===== src/sv/dfl_pkg.sv =====
// shared types, codes and constants for the door, fan and lamp controller
package dfl_pkg;

  // event kinds
  localparam logic [2:0] CMD_TICK   = 3'd0;
  localparam logic [2:0] CMD_BYTE   = 3'd1;
  localparam logic [2:0] CMD_MOTION = 3'd2;
  localparam logic [2:0] CMD_LIGHT  = 3'd3;
  localparam logic [2:0] CMD_TEMP   = 3'd4;

  // command characters
  localparam logic [7:0] CH_CLOSE  = 8'h32;  // '2'
  localparam logic [7:0] CH_OPEN   = 8'h33;  // '3'
  localparam logic [7:0] CH_TOGGLE = 8'h35;  // '5'
  localparam logic [7:0] CH_REPORT = 8'h36;  // '6'
  localparam logic [7:0] CH_UP     = 8'h2B;  // '+'
  localparam logic [7:0] CH_DOWN   = 8'h2D;  // '-'
  localparam logic [7:0] CH_AUTO   = 8'h61;  // 'a'
  localparam logic [7:0] CH_ZERO   = 8'h30;  // '0'
  localparam logic [7:0] CH_ONE    = 8'h31;  // '1'

  // configuration register indexes
  localparam int unsigned CfgAddrW = 5;
  localparam logic [2:0] REG_TRAVEL = 3'd0;
  localparam logic [2:0] REG_LOW    = 3'd1;
  localparam logic [2:0] REG_MID    = 3'd2;
  localparam logic [2:0] REG_HIGH   = 3'd3;
  localparam logic [2:0] REG_TOP    = 3'd4;

  // reset values of the configuration registers
  localparam logic [15:0] TRAVEL_RST = 16'd10000;
  localparam logic [7:0]  LOW_RST    = 8'd25;
  localparam logic [7:0]  MID_RST    = 8'd28;
  localparam logic [7:0]  HIGH_RST   = 8'd32;
  localparam logic [7:0]  TOP_RST    = 8'd36;

  // fan duty values
  localparam logic [7:0] DUTY_0 = 8'd0;
  localparam logic [7:0] DUTY_1 = 8'd60;
  localparam logic [7:0] DUTY_2 = 8'd120;
  localparam logic [7:0] DUTY_3 = 8'd200;

  typedef enum logic [1:0] {
    DOOR_IDLE    = 2'd0,
    DOOR_OPENING = 2'd1,
    DOOR_LOCKED  = 2'd2,
    DOOR_CLOSING = 2'd3
  } door_e;

  typedef enum logic [1:0] {
    PEND_NONE = 2'd0,
    PEND_A    = 2'd1,
    PEND_B    = 2'd2
  } pend_e;

  typedef struct packed {
    logic [2:0] command;
    logic [7:0] rx_byte;
    logic       light_over;
    logic [7:0] temperature;
  } in_item_t;

  typedef struct packed {
    logic       motor_forward;
    logic       motor_reverse;
    logic       lamp_on;
    logic [7:0] fan_duty;
    logic       reply_valid;
    logic [7:0] reply_byte;
  } out_item_t;

  typedef struct packed {
    logic [15:0] travel_ticks;
    logic [7:0]  band_low;
    logic [7:0]  band_mid;
    logic [7:0]  band_high;
    logic [7:0]  band_top;
  } cfg_t;

  // fan level to pwm compare value
  function automatic logic [7:0] duty_of(logic [1:0] level);
    logic [7:0] d;
    case (level)
      2'd0:    d = DUTY_0;
      2'd1:    d = DUTY_1;
      2'd2:    d = DUTY_2;
      default: d = DUTY_3;
    endcase
    return d;
  endfunction

endpackage


===== src/sv/dfl_in_if.sv =====
// event channel: valid/ready with one event item
interface dfl_in_if;
  logic               valid;
  logic               ready;
  dfl_pkg::in_item_t  data;

  modport source (output valid, output data, input ready);
  modport sink   (input valid, input data, output ready);
endinterface


===== src/sv/dfl_out_if.sv =====
// result channel: valid/ready with one result item
interface dfl_out_if;
  logic               valid;
  logic               ready;
  dfl_pkg::out_item_t data;

  modport source (output valid, output data, input ready);
  modport sink   (input valid, input data, output ready);
endinterface


===== src/sv/dfl_cfg_regs.sv =====
// apb configuration registers: travel time and fan temperature bands
module dfl_cfg_regs (
  input  logic                          clk_i,
  input  logic                          rst_ni,
  input  logic                          psel,
  input  logic                          penable,
  input  logic                          pwrite,
  input  logic [dfl_pkg::CfgAddrW-1:0]  paddr,
  input  logic [31:0]                   pwdata,
  output logic [31:0]                   prdata,
  output logic                          pready,
  output dfl_pkg::cfg_t                 cfg_o
);

  dfl_pkg::cfg_t cfg_q;
  logic          wr_en;
  logic [2:0]    reg_idx;

  assign pready  = 1'b1;
  assign wr_en   = psel && penable && pwrite;
  assign reg_idx = paddr[dfl_pkg::CfgAddrW-1:2];
  assign cfg_o   = cfg_q;

  // register writes
  always_ff @(posedge clk_i or negedge rst_ni) begin
    if (!rst_ni) begin
      cfg_q.travel_ticks <= dfl_pkg::TRAVEL_RST;
      cfg_q.band_low     <= dfl_pkg::LOW_RST;
      cfg_q.band_mid     <= dfl_pkg::MID_RST;
      cfg_q.band_high    <= dfl_pkg::HIGH_RST;
      cfg_q.band_top     <= dfl_pkg::TOP_RST;
    end else if (wr_en) begin
      case (reg_idx)
        dfl_pkg::REG_TRAVEL: cfg_q.travel_ticks <= pwdata[15:0];
        dfl_pkg::REG_LOW:    cfg_q.band_low     <= pwdata[7:0];
        dfl_pkg::REG_MID:    cfg_q.band_mid     <= pwdata[7:0];
        dfl_pkg::REG_HIGH:   cfg_q.band_high    <= pwdata[7:0];
        dfl_pkg::REG_TOP:    cfg_q.band_top     <= pwdata[7:0];
        default: ;
      endcase
    end
  end

  // read mux
  always_comb begin
    case (reg_idx)
      dfl_pkg::REG_TRAVEL: prdata = {16'd0, cfg_q.travel_ticks};
      dfl_pkg::REG_LOW:    prdata = {24'd0, cfg_q.band_low};
      dfl_pkg::REG_MID:    prdata = {24'd0, cfg_q.band_mid};
      dfl_pkg::REG_HIGH:   prdata = {24'd0, cfg_q.band_high};
      dfl_pkg::REG_TOP:    prdata = {24'd0, cfg_q.band_top};
      default:             prdata = 32'd0;
    endcase
  end

endmodule


===== src/sv/dfl_ctrl.sv =====
// controller state and the single-pass event and evaluation logic
module dfl_ctrl (
  input  logic               clk_i,
  input  logic               rst_ni,
  input  logic               step_i,
  input  dfl_pkg::in_item_t  item_i,
  input  dfl_pkg::cfg_t      cfg_i,
  output dfl_pkg::out_item_t res_o
);

  dfl_pkg::door_e door_q, door_d;
  dfl_pkg::pend_e door_pend_q, door_pend_d;
  dfl_pkg::pend_e lamp_pend_q, lamp_pend_d;
  dfl_pkg::pend_e fan_pend_q, fan_pend_d;
  logic        motion_q, motion_d;
  logic [15:0] elapsed_q, elapsed_d;
  logic        light_q, light_d;
  logic        lamp_q, lamp_d;
  logic [1:0]  fan_q, fan_d;
  logic [7:0]  temp_q, temp_d;
  logic        door_man_q, door_man_d;
  logic        lamp_man_q, lamp_man_d;
  logic        fan_man_q, fan_man_d;
  logic        rv;
  logic [7:0]  rb;
  logic        auto_go;
  logic        moving;

  // door state register
  always_ff @(posedge clk_i or negedge rst_ni) begin
    if (!rst_ni) begin
      door_q <= dfl_pkg::DOOR_IDLE;
    end else if (step_i) begin
      door_q <= door_d;
    end
  end

  // remaining control state
  always_ff @(posedge clk_i or negedge rst_ni) begin
    if (!rst_ni) begin
      door_pend_q <= dfl_pkg::PEND_NONE;
      lamp_pend_q <= dfl_pkg::PEND_NONE;
      fan_pend_q  <= dfl_pkg::PEND_NONE;
      motion_q    <= 1'b0;
      elapsed_q   <= 16'd0;
      light_q     <= 1'b0;
      lamp_q      <= 1'b0;
      fan_q       <= 2'd0;
      temp_q      <= 8'd0;
      door_man_q  <= 1'b0;
      lamp_man_q  <= 1'b0;
      fan_man_q   <= 1'b0;
    end else if (step_i) begin
      door_pend_q <= door_pend_d;
      lamp_pend_q <= lamp_pend_d;
      fan_pend_q  <= fan_pend_d;
      motion_q    <= motion_d;
      elapsed_q   <= elapsed_d;
      light_q     <= light_d;
      lamp_q      <= lamp_d;
      fan_q       <= fan_d;
      temp_q      <= temp_d;
      door_man_q  <= door_man_d;
      lamp_man_q  <= lamp_man_d;
      fan_man_q   <= fan_man_d;
    end
  end

  // event first, then one evaluation pass over door, lamp and fan
  always_comb begin
    door_d      = door_q;
    door_pend_d = door_pend_q;
    lamp_pend_d = lamp_pend_q;
    fan_pend_d  = fan_pend_q;
    motion_d    = motion_q;
    elapsed_d   = elapsed_q;
    light_d     = light_q;
    lamp_d      = lamp_q;
    fan_d       = fan_q;
    temp_d      = temp_q;
    door_man_d  = door_man_q;
    lamp_man_d  = lamp_man_q;
    fan_man_d   = fan_man_q;
    rv          = 1'b0;
    rb          = 8'd0;
    moving      = (door_q == dfl_pkg::DOOR_OPENING) || (door_q == dfl_pkg::DOOR_CLOSING);

    // apply the event
    case (item_i.command)
      dfl_pkg::CMD_TICK: begin
        if (moving && (elapsed_q != 16'hFFFF)) begin
          elapsed_d = elapsed_q + 16'd1;
        end
      end
      dfl_pkg::CMD_BYTE: begin
        case (item_i.rx_byte)
          dfl_pkg::CH_CLOSE: begin
            door_man_d  = 1'b1;
            door_pend_d = dfl_pkg::PEND_B;
            rv          = 1'b1;
            rb          = ((door_q == dfl_pkg::DOOR_CLOSING) ||
                           (door_q == dfl_pkg::DOOR_IDLE)) ? dfl_pkg::CH_ZERO
                                                            : dfl_pkg::CH_ONE;
          end
          dfl_pkg::CH_OPEN: begin
            door_man_d  = 1'b1;
            door_pend_d = dfl_pkg::PEND_A;
            rv          = 1'b1;
            rb          = ((door_q == dfl_pkg::DOOR_OPENING) ||
                           (door_q == dfl_pkg::DOOR_LOCKED)) ? dfl_pkg::CH_ZERO
                                                             : dfl_pkg::CH_ONE;
          end
          dfl_pkg::CH_TOGGLE: begin
            lamp_man_d  = 1'b1;
            lamp_pend_d = dfl_pkg::PEND_A;
          end
          dfl_pkg::CH_REPORT: begin
            lamp_pend_d = dfl_pkg::PEND_B;
          end
          dfl_pkg::CH_UP: begin
            fan_man_d  = 1'b1;
            fan_pend_d = dfl_pkg::PEND_A;
          end
          dfl_pkg::CH_DOWN: begin
            fan_man_d  = 1'b1;
            fan_pend_d = dfl_pkg::PEND_B;
          end
          dfl_pkg::CH_AUTO: begin
            door_man_d  = 1'b0;
            lamp_man_d  = 1'b0;
            fan_man_d   = 1'b0;
            door_pend_d = dfl_pkg::PEND_NONE;
            lamp_pend_d = dfl_pkg::PEND_NONE;
            fan_pend_d  = dfl_pkg::PEND_NONE;
          end
          default: ;
        endcase
      end
      dfl_pkg::CMD_MOTION: motion_d = 1'b1;
      dfl_pkg::CMD_LIGHT:  light_d  = item_i.light_over;
      dfl_pkg::CMD_TEMP:   temp_d   = item_i.temperature;
      default: ;
    endcase

    // door: start travel, then check for end of travel
    auto_go = motion_d && !door_man_d;
    if ((door_d == dfl_pkg::DOOR_IDLE) &&
        (auto_go || (door_man_d && (door_pend_d == dfl_pkg::PEND_A)))) begin
      door_d      = dfl_pkg::DOOR_OPENING;
      elapsed_d   = 16'd0;
      door_pend_d = dfl_pkg::PEND_NONE;
    end
    if ((door_d == dfl_pkg::DOOR_LOCKED) &&
        (auto_go || (door_man_d && (door_pend_d == dfl_pkg::PEND_B)))) begin
      door_d      = dfl_pkg::DOOR_CLOSING;
      elapsed_d   = 16'd0;
      door_pend_d = dfl_pkg::PEND_NONE;
    end
    if (((door_d == dfl_pkg::DOOR_OPENING) || (door_d == dfl_pkg::DOOR_CLOSING)) &&
        (elapsed_d >= cfg_i.travel_ticks)) begin
      door_d   = (door_d == dfl_pkg::DOOR_OPENING) ? dfl_pkg::DOOR_LOCKED
                                                   : dfl_pkg::DOOR_IDLE;
      motion_d = 1'b0;
    end

    // lamp: follow light in auto, toggle or report in manual
    if (!lamp_man_d) begin
      lamp_d = light_d;
    end else if (lamp_pend_d != dfl_pkg::PEND_NONE) begin
      if (lamp_pend_d == dfl_pkg::PEND_A) begin
        lamp_d = !lamp_d;
      end else if ((lamp_pend_d == dfl_pkg::PEND_B) && !rv) begin
        rv = 1'b1;
        rb = lamp_d ? dfl_pkg::CH_ONE : dfl_pkg::CH_ZERO;
      end
      lamp_pend_d = dfl_pkg::PEND_NONE;
    end

    // fan: temperature bands in auto, step up or down in manual
    if (!fan_man_d) begin
      if (temp_d < cfg_i.band_low) begin
        fan_d = 2'd0;
      end else if (temp_d <= cfg_i.band_mid) begin
        fan_d = 2'd1;
      end else if (temp_d <= cfg_i.band_high) begin
        fan_d = 2'd2;
      end else if (temp_d <= cfg_i.band_top) begin
        fan_d = 2'd3;
      end
    end else if (fan_pend_d != dfl_pkg::PEND_NONE) begin
      if (fan_pend_d == dfl_pkg::PEND_A) begin
        fan_d = fan_d + 2'd1;
      end else if ((fan_pend_d == dfl_pkg::PEND_B) && (fan_d != 2'd0)) begin
        fan_d = fan_d - 2'd1;
      end
      fan_pend_d = dfl_pkg::PEND_NONE;
    end
  end

  // result of this pass
  assign res_o.motor_forward = (door_d == dfl_pkg::DOOR_OPENING);
  assign res_o.motor_reverse = (door_d == dfl_pkg::DOOR_CLOSING);
  assign res_o.lamp_on       = lamp_d;
  assign res_o.fan_duty      = dfl_pkg::duty_of(fan_d);
  assign res_o.reply_valid   = rv;
  assign res_o.reply_byte    = rb;

endmodule


===== src/sv/door_fan_lamp_controller_core.sv =====
// top level: event input register, controller pass, result register, apb config
// a taken event is held in the input register until the result register can take it
// throughput: one event per cycle unless res_o stalls; state updates in a single pass
// the path from the input register through the band compares sets the clock period
// reset: rst_ni clears state to door idle, all auto, nothing pending, default config
module door_fan_lamp_controller_core (
  input  logic                          clk_i,
  input  logic                          rst_ni,
  dfl_in_if.sink                        evt_i,
  dfl_out_if.source                     res_o,
  input  logic                          psel,
  input  logic                          penable,
  input  logic                          pwrite,
  input  logic [dfl_pkg::CfgAddrW-1:0]  paddr,
  input  logic [31:0]                   pwdata,
  output logic [31:0]                   prdata,
  output logic                          pready
);

  dfl_pkg::cfg_t      cfg;
  dfl_pkg::in_item_t  in_q;
  dfl_pkg::out_item_t out_q;
  dfl_pkg::out_item_t step_res;
  logic               in_valid_q;
  logic               out_valid_q;
  logic               advance;

  // move the held event through when the result register is free or being read out
  assign advance     = in_valid_q && (!out_valid_q || res_o.ready);
  assign evt_i.ready = !in_valid_q || advance;
  assign res_o.valid = out_valid_q;
  assign res_o.data  = out_q;

  dfl_cfg_regs u_cfg (
    .clk_i   (clk_i),
    .rst_ni  (rst_ni),
    .psel    (psel),
    .penable (penable),
    .pwrite  (pwrite),
    .paddr   (paddr),
    .pwdata  (pwdata),
    .prdata  (prdata),
    .pready  (pready),
    .cfg_o   (cfg)
  );

  dfl_ctrl u_ctrl (
    .clk_i  (clk_i),
    .rst_ni (rst_ni),
    .step_i (advance),
    .item_i (in_q),
    .cfg_i  (cfg),
    .res_o  (step_res)
  );

  // input register valid
  always_ff @(posedge clk_i or negedge rst_ni) begin
    if (!rst_ni) begin
      in_valid_q <= 1'b0;
    end else if (evt_i.ready) begin
      in_valid_q <= evt_i.valid;
    end
  end

  // input register payload
  always_ff @(posedge clk_i) begin
    if (evt_i.valid && evt_i.ready) begin
      in_q <= evt_i.data;
    end
  end

  // result register valid
  always_ff @(posedge clk_i or negedge rst_ni) begin
    if (!rst_ni) begin
      out_valid_q <= 1'b0;
    end else if (advance) begin
      out_valid_q <= 1'b1;
    end else if (res_o.ready) begin
      out_valid_q <= 1'b0;
    end
  end

  // result register payload
  always_ff @(posedge clk_i) begin
    if (advance) begin
      out_q <= step_res;
    end
  end

`ifndef SYNTH
  a_motor_exclusive: assert property (@(posedge clk_i) disable iff (!rst_ni)
    out_valid_q |-> !(out_q.motor_forward && out_q.motor_reverse))
    else $error("motor driven both ways");

  a_reply_zero: assert property (@(posedge clk_i) disable iff (!rst_ni)
    (out_valid_q && !out_q.reply_valid) |-> (out_q.reply_byte == 8'd0))
    else $error("reply byte set without reply");

  a_duty_legal: assert property (@(posedge clk_i) disable iff (!rst_ni)
    out_valid_q |-> ((out_q.fan_duty == dfl_pkg::DUTY_0) ||
                     (out_q.fan_duty == dfl_pkg::DUTY_1) ||
                     (out_q.fan_duty == dfl_pkg::DUTY_2) ||
                     (out_q.fan_duty == dfl_pkg::DUTY_3)))
    else $error("fan duty not a table value");

  a_held_event_kept: assert property (@(posedge clk_i) disable iff (!rst_ni)
    (in_valid_q && !advance) |=> (in_valid_q && $stable(in_q)))
    else $error("held event lost while stalled");
`endif

endmodule

===== src/flat_wrapper.sv =====
// flat-port wrapper written by rule: the top's interface ports become plain ports
module door_fan_lamp_controller_core_flat 
  (clk_i, rst_ni, psel, penable, pwrite, paddr, pwdata, prdata, pready, evt_i_valid, evt_i_data, evt_i_ready, res_o_valid, res_o_data, res_o_ready);
  dfl_in_if evt_i_i ();
  dfl_out_if res_o_i ();
  input  logic clk_i;
  input  logic rst_ni;
  input  logic psel;
  input  logic penable;
  input  logic pwrite;
  input  logic [dfl_pkg::CfgAddrW-1:0] paddr;
  input  logic [31:0] pwdata;
  output logic [31:0] prdata;
  output logic pready;
  input wire logic [$bits(evt_i_i.valid)-1:0] evt_i_valid;
  input wire logic [$bits(evt_i_i.data)-1:0] evt_i_data;
  output wire logic [$bits(evt_i_i.ready)-1:0] evt_i_ready;
  output wire logic [$bits(res_o_i.valid)-1:0] res_o_valid;
  output wire logic [$bits(res_o_i.data)-1:0] res_o_data;
  input wire logic [$bits(res_o_i.ready)-1:0] res_o_ready;
  assign evt_i_i.valid = evt_i_valid;
  assign evt_i_i.data = evt_i_data;
  assign evt_i_ready = evt_i_i.ready;
  assign res_o_valid = res_o_i.valid;
  assign res_o_data = res_o_i.data;
  assign res_o_i.ready = res_o_ready;
  door_fan_lamp_controller_core u_core (.clk_i(clk_i), .rst_ni(rst_ni), .evt_i(evt_i_i), .res_o(res_o_i), .psel(psel), .penable(penable), .pwrite(pwrite), .paddr(paddr), .pwdata(pwdata), .prdata(prdata), .pready(pready));
endmodule

===== config.mk =====
export PLATFORM = sky130hd
export DESIGN_NAME = door_fan_lamp_controller_core_flat
export DESIGN_NICKNAME = d
export VERILOG_FILES = /design/src/sv/dfl_pkg.sv /design/src/sv/dfl_in_if.sv /design/src/sv/dfl_out_if.sv /design/src/sv/dfl_cfg_regs.sv /design/src/sv/dfl_ctrl.sv /design/src/sv/door_fan_lamp_controller_core.sv /design/src/flat_wrapper.sv
export SDC_FILE = /design/constraint.sdc
export NUM_CORES = 1
export LEC_CHECK = 0
export ABC_AREA = 1
export BUFFER_PORTS_ARGS = -buffer_cell sky130_fd_sc_hd__buf_2
export CORE_UTILIZATION = 64
export CTS_BUF_LIST = sky130_fd_sc_hd__clkbuf_4 sky130_fd_sc_hd__clkbuf_8
export DETAILED_ROUTE_END_ITERATION = 8
export PLACE_DENSITY_LB_ADDON = 0.2
export SLEW_MARGIN = 20
export SYNTH_ARGS = -nofsm -noshare
export SYNTH_HDL_FRONTEND = slang
export SYNTH_SLANG_ARGS = --single-unit

===== constraint.sdc =====
create_clock -name clk_i -period 7.45 [get_ports clk_i]
set_input_delay 1.49 -clock clk_i [delete_from_list [all_inputs] [get_ports clk_i]]
set_output_delay 1.49 -clock clk_i [all_outputs]
set_load 0.02 [all_outputs]

## Word-level counts from Yosys, hierarchy flattened

Index checks and enable logic that the tools add are counted.

- Register bits: 130
- Bits of input ports: 64
- Output and inout bits: 55

- Order comparisons: 5
- Add/subtract/negate cells: 3
- Mux-type cells: 60
- Reduce and logical (&&, ||, !) cells: 41
- Eq/ne operators: 32

Operator list:

| cell | count |
|---|---|
| one-hot mux 16 bit (5 select lines) | 1 |
| 2-to-1 mux 16 bit | 4 |
| == test 8 x 6 -> 1 bit, second input constant | 6 |
| 2-to-1 mux 2 bit | 21 |
| 2-to-1 mux 8 bit | 5 |
| less-or-equal comparator 8 bit | 3 |
| one-hot mux 8 bit (3 select lines) | 1 |
| 2-to-1 mux 1 bit | 20 |
| == test 2 bit, second input constant | 9 |
| one-hot mux 2 bit (3 select lines) | 3 |
| adder 16 x 1 -> 16 bit, second input constant | 1 |
| greater-or-equal comparator 16 bit | 1 |
| inequality test 16 bit, second input constant | 1 |
| == test 2 x 1 -> 1 bit, second input constant | 7 |
| logical AND 1 bit | 13 |
| == test 3 x 2 -> 1 bit, second input constant | 4 |
| one-hot mux 6 bit (2 select lines) | 1 |
| AND reduction 2 bit | 5 |
| == test 8 x 7 -> 1 bit, second input constant | 1 |
| logical OR 1 bit | 8 |
| less-than comparator 8 bit | 1 |
| nonzero test 2 bit | 4 |
| == test 3 x 1 -> 1 bit, second input constant | 2 |
| == test 3 bit, second input constant | 2 |
| 8 further kinds | 17 |

## Depth between registers and ports, before layout

- Depth after elaboration: 19
- Depth in mapped cells: 24
- Gate-level depth less buffers: 24

## Modules after synthesis

A second synthesis with hierarchy kept.

- Cells, all modules: 1029
- Area total of the unflattened synthesis: 8195.4 um^2

Modules (own cells, without submodules):

| module | area an instance (um^2) | times used | sequential area each (um^2) | cells an instance |
|---|---|---|---|---|
| dfl_ctrl | 4272.8 | 1 | 1001.0 | 659 |
| dfl_cfg_regs | 2626.3 | 1 | 1218.7 | 318 |
| door_fan_lamp_controller_core | 1296.2 | 1 | 1251.2 | 52 |

## Worst setup path after synthesis

OpenSTA, ideal clock, no wires.

- Kind: in2out
- From: input port paddr[3] in the netlist's numbering
- To: output port prdata[6]
- Data required time: 5.960 ns
- Stages on the path: 4
- Arrival: 2.423 ns
- Setup slack: 3.537 ns
- Cell sequence: nor2_1 nand2_1 clkbuf_1 o21ai_0

- Word-level cells in the longest chain between the ends: 2
- Elaborated cells between the ends (all ways): 6
- Those cells by class: eq/ne: 4; mux: 1; reduce/logical: 1

RTL lines:

| element | line | RTL |
|---|---|---|
| from (decl) | flat_wrapper.sv:11 | `input logic [dfl_pkg::CfgAddrW-1:0] paddr;` |
| == test 3 bit, or another cell as far along | dfl_cfg_regs.sv:46 | `case (reg_idx)` |
| one-hot mux 16 bit (5 select lines) (*) | dfl_cfg_regs.sv:46 |  |
| to (decl) | flat_wrapper.sv:13 | `output logic [31:0] prdata;` |

Every way passes the cells marked *; elsewhere a longest branch is shown, timed or not.

## Worst setup path in the final report

- From: input port paddr[3] in the netlist's numbering
- To: output port prdata[1]

The elaborated chain is that of the path after synthesis.

==> impl_metrics.env <==
export IMPL_final_nets=1114
export IMPL_synth_cell_area_um2=7470
export IMPL_htree_levels=4
export IMPL_portBuffers=76
export IMPL_slowest_stage="nor3_1"
export IMPL_crit_family="buffers and inverters"
export IMPL_wire_per_inst_um=14.1
export IMPL_drt_pass1_iter_count=5
export IMPL_min_period_ps=4370
export IMPL_async_flop_share=0.750
export IMPL_highest_layer="met4"
export IMPL_cts_resized_gates=0
export IMPL_core_um2=11400
export IMPL_grt_max_degree=70
export IMPL_ys_seq_elements=120
export IMPL_worstSkewPairLatency_ps=440
export IMPL_p_leak_uw=0.00420
export IMPL_rsz0062_at_grt="false"
export IMPL_fin_skew_ps=6.35
export IMPL_wl_met3_um=937
export IMPL_most_common_layout_cells="207 x nand2_1, 123 x inv_1, 82 x nor2_1, 76 x dfrtp_1, 75 x buf_2"
export IMPL_finalCritPeriodShare=0.587
export IMPL_worstPathCellList="buf_2 -> inv_1 -> nor3_1 -> inv_1 -> o22ai_1 -> a221oi_1 -> o21ai_0 -> buf_2"
export IMPL_clock_sinks=120
export IMPL_place_congestion=0.914
export IMPL_fp_dieW_um=110
export IMPL_clock_path_buffers=2
export IMPL_grt_usage=0.294
export IMPL_synth_top_cell_by_area="dfrtp_1"
export IMPL_fmax_mhz=229
export IMPL_ir_drop_mv=0.257
export IMPL_drv_cap=0
export IMPL_syn2layout_area_growth_pct=11.1
export IMPL_cts_tree="yes"
export IMPL_met2_length_um=7860
export IMPL_syn_area_per_cell_um2=8.12
export IMPL_grt_pass1_vias=5772
export IMPL_slew_viol_final=0
export IMPL_drive_gt1_frac=0.176
export IMPL_power_total_uw=2570
export IMPL_ant_nets=0
export IMPL_ys_warn_count=0
export IMPL_hold_depth=2
export IMPL_drtIter0Drc=330
export IMPL_rows=39
export IMPL_outcome="completed"
export IMPL_cts_hold_buffers_added=0
export IMPL_start_kind="primary input"
export IMPL_min_path_type="reg -> reg"
export IMPL_required_ps=5960
export IMPL_cp_data_arrival_time_ps=2880
export IMPL_slew_headroom=0.387
export IMPL_nFillCells=942
export IMPL_routed_wl_um=16200
export IMPL_tns_ps=0
export IMPL_cts_root_buf="clkbuf_8"
export IMPL_ios=119
export IMPL_cts_buffers=17
export IMPL_dr_total_vias=6119
export IMPL_die_y_um=110
export IMPL_syn_instance_count=920
export IMPL_crit_cells=8
export IMPL_antenna_found_initial=0
export IMPL_synth_cell_types=46
export IMPL_hold_viol=0
export IMPL_critPathKind="in -> out"
export IMPL_hpwlAfterDp_um=11800
export IMPL_grt_pass1_wl_um=26700
export IMPL_path_buf_inv=4
export IMPL_reg2reg_depth=16
export IMPL_cpPeakStageDelay_ps=390
export IMPL_finalSetupViolCount=0
export IMPL_final_common_cell="nand2_1"
export IMPL_initial_core_util=0.657
export IMPL_cp_max_fo=7
export IMPL_path_clk_slew_ps=70
export IMPL_synth_top_area_share=0.255
export IMPL_wl_met1_um=6930
export IMPL_synth_edf_count=30
export IMPL_p_per_area_nw_per_um2=309
export IMPL_drc=0
export IMPL_postLayoutCoreUtil=0.730
export IMPL_grt_overflow=0
export IMPL_worst_slew_pin_slew_ps=917
export IMPL_synth_main_ff_cell="dfrtp_1"
export IMPL_synth_area_top_cells="dfrtp_1 25%, edfxtp_1 12%, nand2_1 10%"
export IMPL_seq_area_frac_synth=0.425
export IMPL_diodes=0
export IMPL_routed_via_density=5.33
export IMPL_die_area_um2=12100
export IMPL_end_kind="output pin"
export IMPL_post_cts_buffers=0
==> metrics by stage <==
step / hold slack [ps] / instance area, um^2 / setup WS (ps) / instances
after floorplan: 453 / 7550 / 3540 / 942
after global placement: 465 / 7840 / 3190 / 1117
after detailed placement: 473 / 7840 / 3140 / 1117
after CTS: 493 / 8300 / 3140 / 1149
after global routing: 511 / 8300 / 2980 / 1149
final: 493 / 8300 / 3080 / 1149
==> path summary, 6_finish.rpt <==
check	start	slack [ps]	end
hold / removal	u_core.u_cfg.cfg_o[3]	490	u_core.u_cfg.cfg_o[3]
hold reg to reg	u_core.u_cfg.cfg_o[3]	490	u_core.u_cfg.cfg_o[3]
setup reg to reg	u_core.in_q[18]	3750	u_core.res_o.data[15]
min in group asynchronous	rst_ni	940	u_core.res_o.valid
setup / recovery	paddr[3]	3080	prdata[1]
max in group asynchronous	rst_ni	5360	u_core.u_cfg.cfg_o[11]
==> worst min-delay path, cell delays in order (launching register included) <==
cell and delay (ps):
dfrtp_1 350, nand2_1 50, o21ai_0 60
==> cell type report <==
class	count	area, um^2	area share
Timing Repair Buffer	78	398	0.0479
Sequential cell	120	3170	0.382
Tap cell	143	179	0.0216
Inverter	136	514	0.0620
Clock inverter	9	171	0.0207
Multi-Input combinational cell	640	3580	0.431
Clock buffer	23	285	0.0344
==> cell families after synthesis <==
family                     synth area share
and+or+nand+nor                       0.233
adders and majority gates            0.0955
other                               0.00101
DFF                                   0.425
AOI/OAI and AO/OA                     0.126
buffers and inverters                 0.107
xor gates and xnor gates             0.0129
==> state kept, by name (all words and copies together), names as in the netlist, 2 cells and up <==
register,count
u_core.in_q,20
u_core.res_o.data,10
u_core.u_cfg.cfg_o,48
u_core.u_ctrl.door_pend_q,2
u_core.u_ctrl.door_q,2
u_core.u_ctrl.elapsed_q,16
u_core.u_ctrl.fan_pend_q,2
u_core.u_ctrl.fan_q,2
u_core.u_ctrl.lamp_pend_q,2
u_core.u_ctrl.temp_q,8
==> cell usage after synthesis, types with 11 or more instances <==
cell and n:
clkbuf_1 12, nand4_1 16, inv_2 11, ha_1 57, inv_1 124, dfstp_2 14
buf_4 27, xor2_1 11, nor2_1 82, nand2_1 207, a21oi_1 44, o21ai_0 74
nand3_1 38, dfrtp_1 76, edfxtp_1 30
==> power breakdown <==
group / total (uW) / internal (uW) / switching, uW
combinational: 950 / 333 / 616
sequential: 938 / 839 / 99.2
clock: 678 / 424 / 254
==> per-layer routing <==
layer	track usage	vias to the layer above
li1	-	3099
met4	0.113	0
met2	0.484	196
met1	0.369	2790
met5	0	-
met3	0.0817	34
Note: power is estimated with default switching activity, not from simulation.
